$ cat config.mk
export PLATFORM = sky130hd
export DESIGN_NAME = tnsu_ram
export DESIGN_NICKNAME = d
export VERILOG_FILES = /design/src/sv/tnsu_ram.sv
export SDC_FILE = /design/constraint.sdc
export NUM_CORES = 1
export LEC_CHECK = 0
export BUFFER_PORTS_ARGS = -buffer_cell sky130_fd_sc_hd__buf_2
export CAP_MARGIN = 25
export CORE_ASPECT_RATIO = 0.75
export CORE_MARGIN = 2
export CORE_UTILIZATION = 54
export DETAILED_ROUTE_END_ITERATION = 6
export PLACE_DENSITY = 0.8
export REMOVE_ABC_BUFFERS = 1
export SYNTH_ARGS = -nofsm -noshare
export SYNTH_HDL_FRONTEND = slang
export SYNTH_SLANG_ARGS = --single-unit
$ cat constraint.sdc
create_clock -name clock -period 1.5 [get_ports clock]
set_input_delay 0.15 -clock clock [delete_from_list [all_inputs] [get_ports clock]]
set_output_delay 0.15 -clock clock [all_outputs]
set_load 0.05 [all_outputs]
$ cat src/sv/tnsu_ram.sv
module tnsu_ram #(
   parameter int WIDTH = 8,
   parameter int DEPTH = 16
) (
   input  logic                     clock,
   input  logic                     wr_en,
   input  logic [$clog2(DEPTH)-1:0] wr_addr,
   input  logic [WIDTH-1:0]         wr_data,
   input  logic                     rd_en,
   input  logic [$clog2(DEPTH)-1:0] rd_addr,
   output logic [WIDTH-1:0]         rd_data
);

   logic [WIDTH-1:0] mem_ff [DEPTH];
   logic [WIDTH-1:0] rd_data_ff;

   // write port
   always_ff @(posedge clock) begin
      if (wr_en) begin
         mem_ff[wr_addr] <= wr_data;
      end
   end

   // registered read port
   always_ff @(posedge clock) begin
      if (rd_en) begin
         rd_data_ff <= mem_ff[rd_addr];
      end
   end

   assign rd_data = rd_data_ff;

endmodule

==> run_results.csv <==
group,metric,value,unit
status,outcome,"completed",
floorplanning,initial_core_util,54.8,%
worst_setup_path,crit_required,1.66,ns
clock_tree,cts_tree,"built",
worst_setup_path,startpoint,"mem_ff[9][1]$_DFFE_PP_",
yosys,avgSynthCellArea,22.8,µm²
worst_setup_path,start_kind,"flip-flop",
finish,area_growth,18.1,%
floorplanning,core,0.00954,mm²
yosys,synth-compound-area-share,2.30,%
placement,dpl_cell_area,0.00563,mm²
floorplanning,die_y,89.2,µm
worst_setup_path,reg2reg_from,"mem_ff[9][1]$_DFFE_PP_",
yosys,synth_cell_types,18,
clock_tree,cts_made_buffers,17,
placement,hpwl,5970,µm
yosys,syn-cell-area,0.00523,mm²
timing,max_freq,697,MHz
yosys,synth.area.mux_share,14.8,%
drt,wl_per_cell,22.2,µm
finish,stdcell_count,430,
worst_setup_path,end_kind,"flip-flop",
timing,period_needed,1.43,ns
timing,tns,0,ns
power_and_ir_drop,peakVddDrop,1.04,mV
yosys,netlist_instances,229,
timing,hold_viol_final,0,
timing,slew_violations,0,
yosys,synth_fa_ha_area_share,0,%
yosys,synth_xor_area_share,0,%
grt,grt_pass1_vias,2518,
placement,portBuffers,26,
finish,diodes,0,
power_and_ir_drop,p_per_area,1390,mW/mm²
yosys,synth_warnings,0,
timing,period_share,95.7,%
hold_path,min_from,"wr_data[3]",
drt,route.detailed.drc,0,
clock_tree,cts.path.max_buffers,2,
drt,vias,2443,
yosys,yosysTopAreaCell,"edfxtp_1",
floorplanning,ios,27,
timing,setup_viol,0,
grt,grt.total_usage,19.8,%
drt,via_per_inst,5.68,
worst_setup_path,crit_type,"flip-flop to flip-flop",
timing,tightest_slew,0.805,ns
grt,grt_max_degree,33,
drt,drtAntennaViolNets,0,
yosys,ys_seq_area_share,78.1,%
floorplanning,num_rows,31,
yosys,synthTopCellsByArea,"edfxtp_1 (78%), mux4_2 (7.8%), mux4_1 (7.0%)",
drt,routed_wirelength,9550,µm
placement,dp_cells,399,
yosys,synth_top_family_by_area,"multiplexers",
grt,grt.overflow.total,0,
drt,dr.first_iter.drc_count,344,
clock_tree,path_clk_slew,0.05,ns
clock_tree,clock_tree.root_cell,"clkbuf_16",
power_and_ir_drop,power.leakage,0.00210,µW
worst_setup_path,cpPeakStageDelay,0.51,ns
floorplanning,dieArea,0.0105,mm²
yosys,yosys.area.top_type_share,78.1,%
floorplanning,dieWidth,118,µm
clock_tree,cts.sinks,136,
yosys,synth_seq_cells,136,
placement,routabilityCongestion,0.730,
timing,slew-limit-headroom,46.1,%
clock_tree,ctsHoldBuffers,0,
finish,design.final.nets,305,
grt,grt_pass1_wl,14300,µm
worst_setup_path,crit_arrival,1.59,ns
drt,dr.pass1.iters,4,
yosys,synth_simple_gate_area_share,3.14,%
worst_setup_path,critPathMaxFanout,1,
finish,final_cell_area,0.00617,mm²
grt,antenna_found_initial,0,
timing,clock_skew,0.00778,ns
flow_run,max_cap_viol_count,0,
worst_setup_path,critPathSlowestCell,"mux4_1",
worst_setup_path,crit_chain,"mux4_1, a22oi_1, nand2_1",
hold_path,hp-class,"primary input to flip-flop",
timing,rsz0062_at_grt,"no",
clock_tree,clock_latency,0.41,ns
clock_tree,htreeDepth,4,
finish,drive_above_1_share,32.2,%
cell type report:
class                   instances  area (µm²)
clock buffers                  18         429
clock inverters                13         113
fillers                       650        3370
multi-input cells              83        1060
flip-flops and latches        136        4080
well taps                     132         165
repair buffers                 48         320
cells in the final DEF, fill, tap and decap left out, drive strengths merged:
cell type  count
or3b           1
nand2          9
buf           48
edfxtp       136
nor2          13
clkinv        10
a22oi         16
clkbuf        18
mux4          32
clkinvlp       1
and2b          1
nand3b         2
bufinv         2
and2           1
nor2b          1
nand3          1
nor3           4
nand2b         2
final timing paths:
kind / slack [ns] / endpoint / cells past startpoint
setup / recovery: 0.07 / rd_data[1]$_DFFE_PP_ / 3
hold / removal: 0.11 / mem_ff[14][3]$_DFFE_PP_ / 1
setup reg to reg: 0.07 / rd_data[1]$_DFFE_PP_ / 3
hold reg to reg: 0.76 / rd_data[4]$_DFFE_PP_ / 3
power breakdown:
| part | internal [µW] | total [µW] | switching [µW] |
|---|---|---|---|
| sequential | 4280 | 4300 | 19.1 |
| clock | 2390 | 3820 | 1440 |
| combinational | 175 | 455 | 281 |
| total | 6840 | 8580 | 1740 |
worst max-delay path: cells and delay by family, from the launching register on:
| family | cells | cell delay [ns] |
|---|---|---|
| compound gates | 1 | 0.22 |
| flops | 1 | 0.36 |
| mux | 1 | 0.51 |
| simple gates | 1 | 0.09 |
cell usage after synthesis (all sizes together):
library cell	instances
nand3b	2
or3b	1
mux4	32
nor3	4
nor2b	1
and2	1
nor2	13
clkdlybuf4s25	3
nand3	1
nand2	9
a22oi	16
nand2b	2
buf	7
and2b	1
edfxtp	136
registers in the layout, summed over array words and instances, names as in the netlist:
signal	count
mem_ff	128
rd_data	8
layer usage:
layer | routed length, µm | vias to the layer above | GRT usage (%) | share of wire (%)
met2 | 4570 | 101 | 31.2 | 48
met5 | 0 | - | 0 | 0
li1 | - | 1093 | - | -
met3 | 777 | 16 | 6.19 | 8.1
met4 | 184 | 0 | 9.42 | 1.9
met1 | 4020 | 1233 | 25.9 | 42
cell families (layout without fill, tap and decap cells):
| logic type | after synthesis | count (layout) |
|---|---|---|
| DFF | 136 | 136 |
| and+or+nand+nor | 35 | 35 |
| muxes | 32 | 32 |
| AOI/OAI and AO/OA | 16 | 16 |
| buffers and inverters | 10 | 79 |
through the flow:
step	setup slack (ns)	util (%)	power [µW]	hold WS, ns
final	0.0651	64.7	8580	0.115
after global routing	0.000348	64.7	8820	0.122
after CTS	0.0270	64.6	8640	0.106
after detailed placement	-0.247	59.0	4840	0.544
after global placement	-0.231	59.0	4820	0.531
after floorplan	-0.143	-	4610	0.249
timing repair:
item	CTS	global route
setup buffers	0	0
endpoints found under the hold margin	0	0
endpoints found under the setup margin	0	2
gates resized for setup	0	3
(Power assumes the default switching activity.)
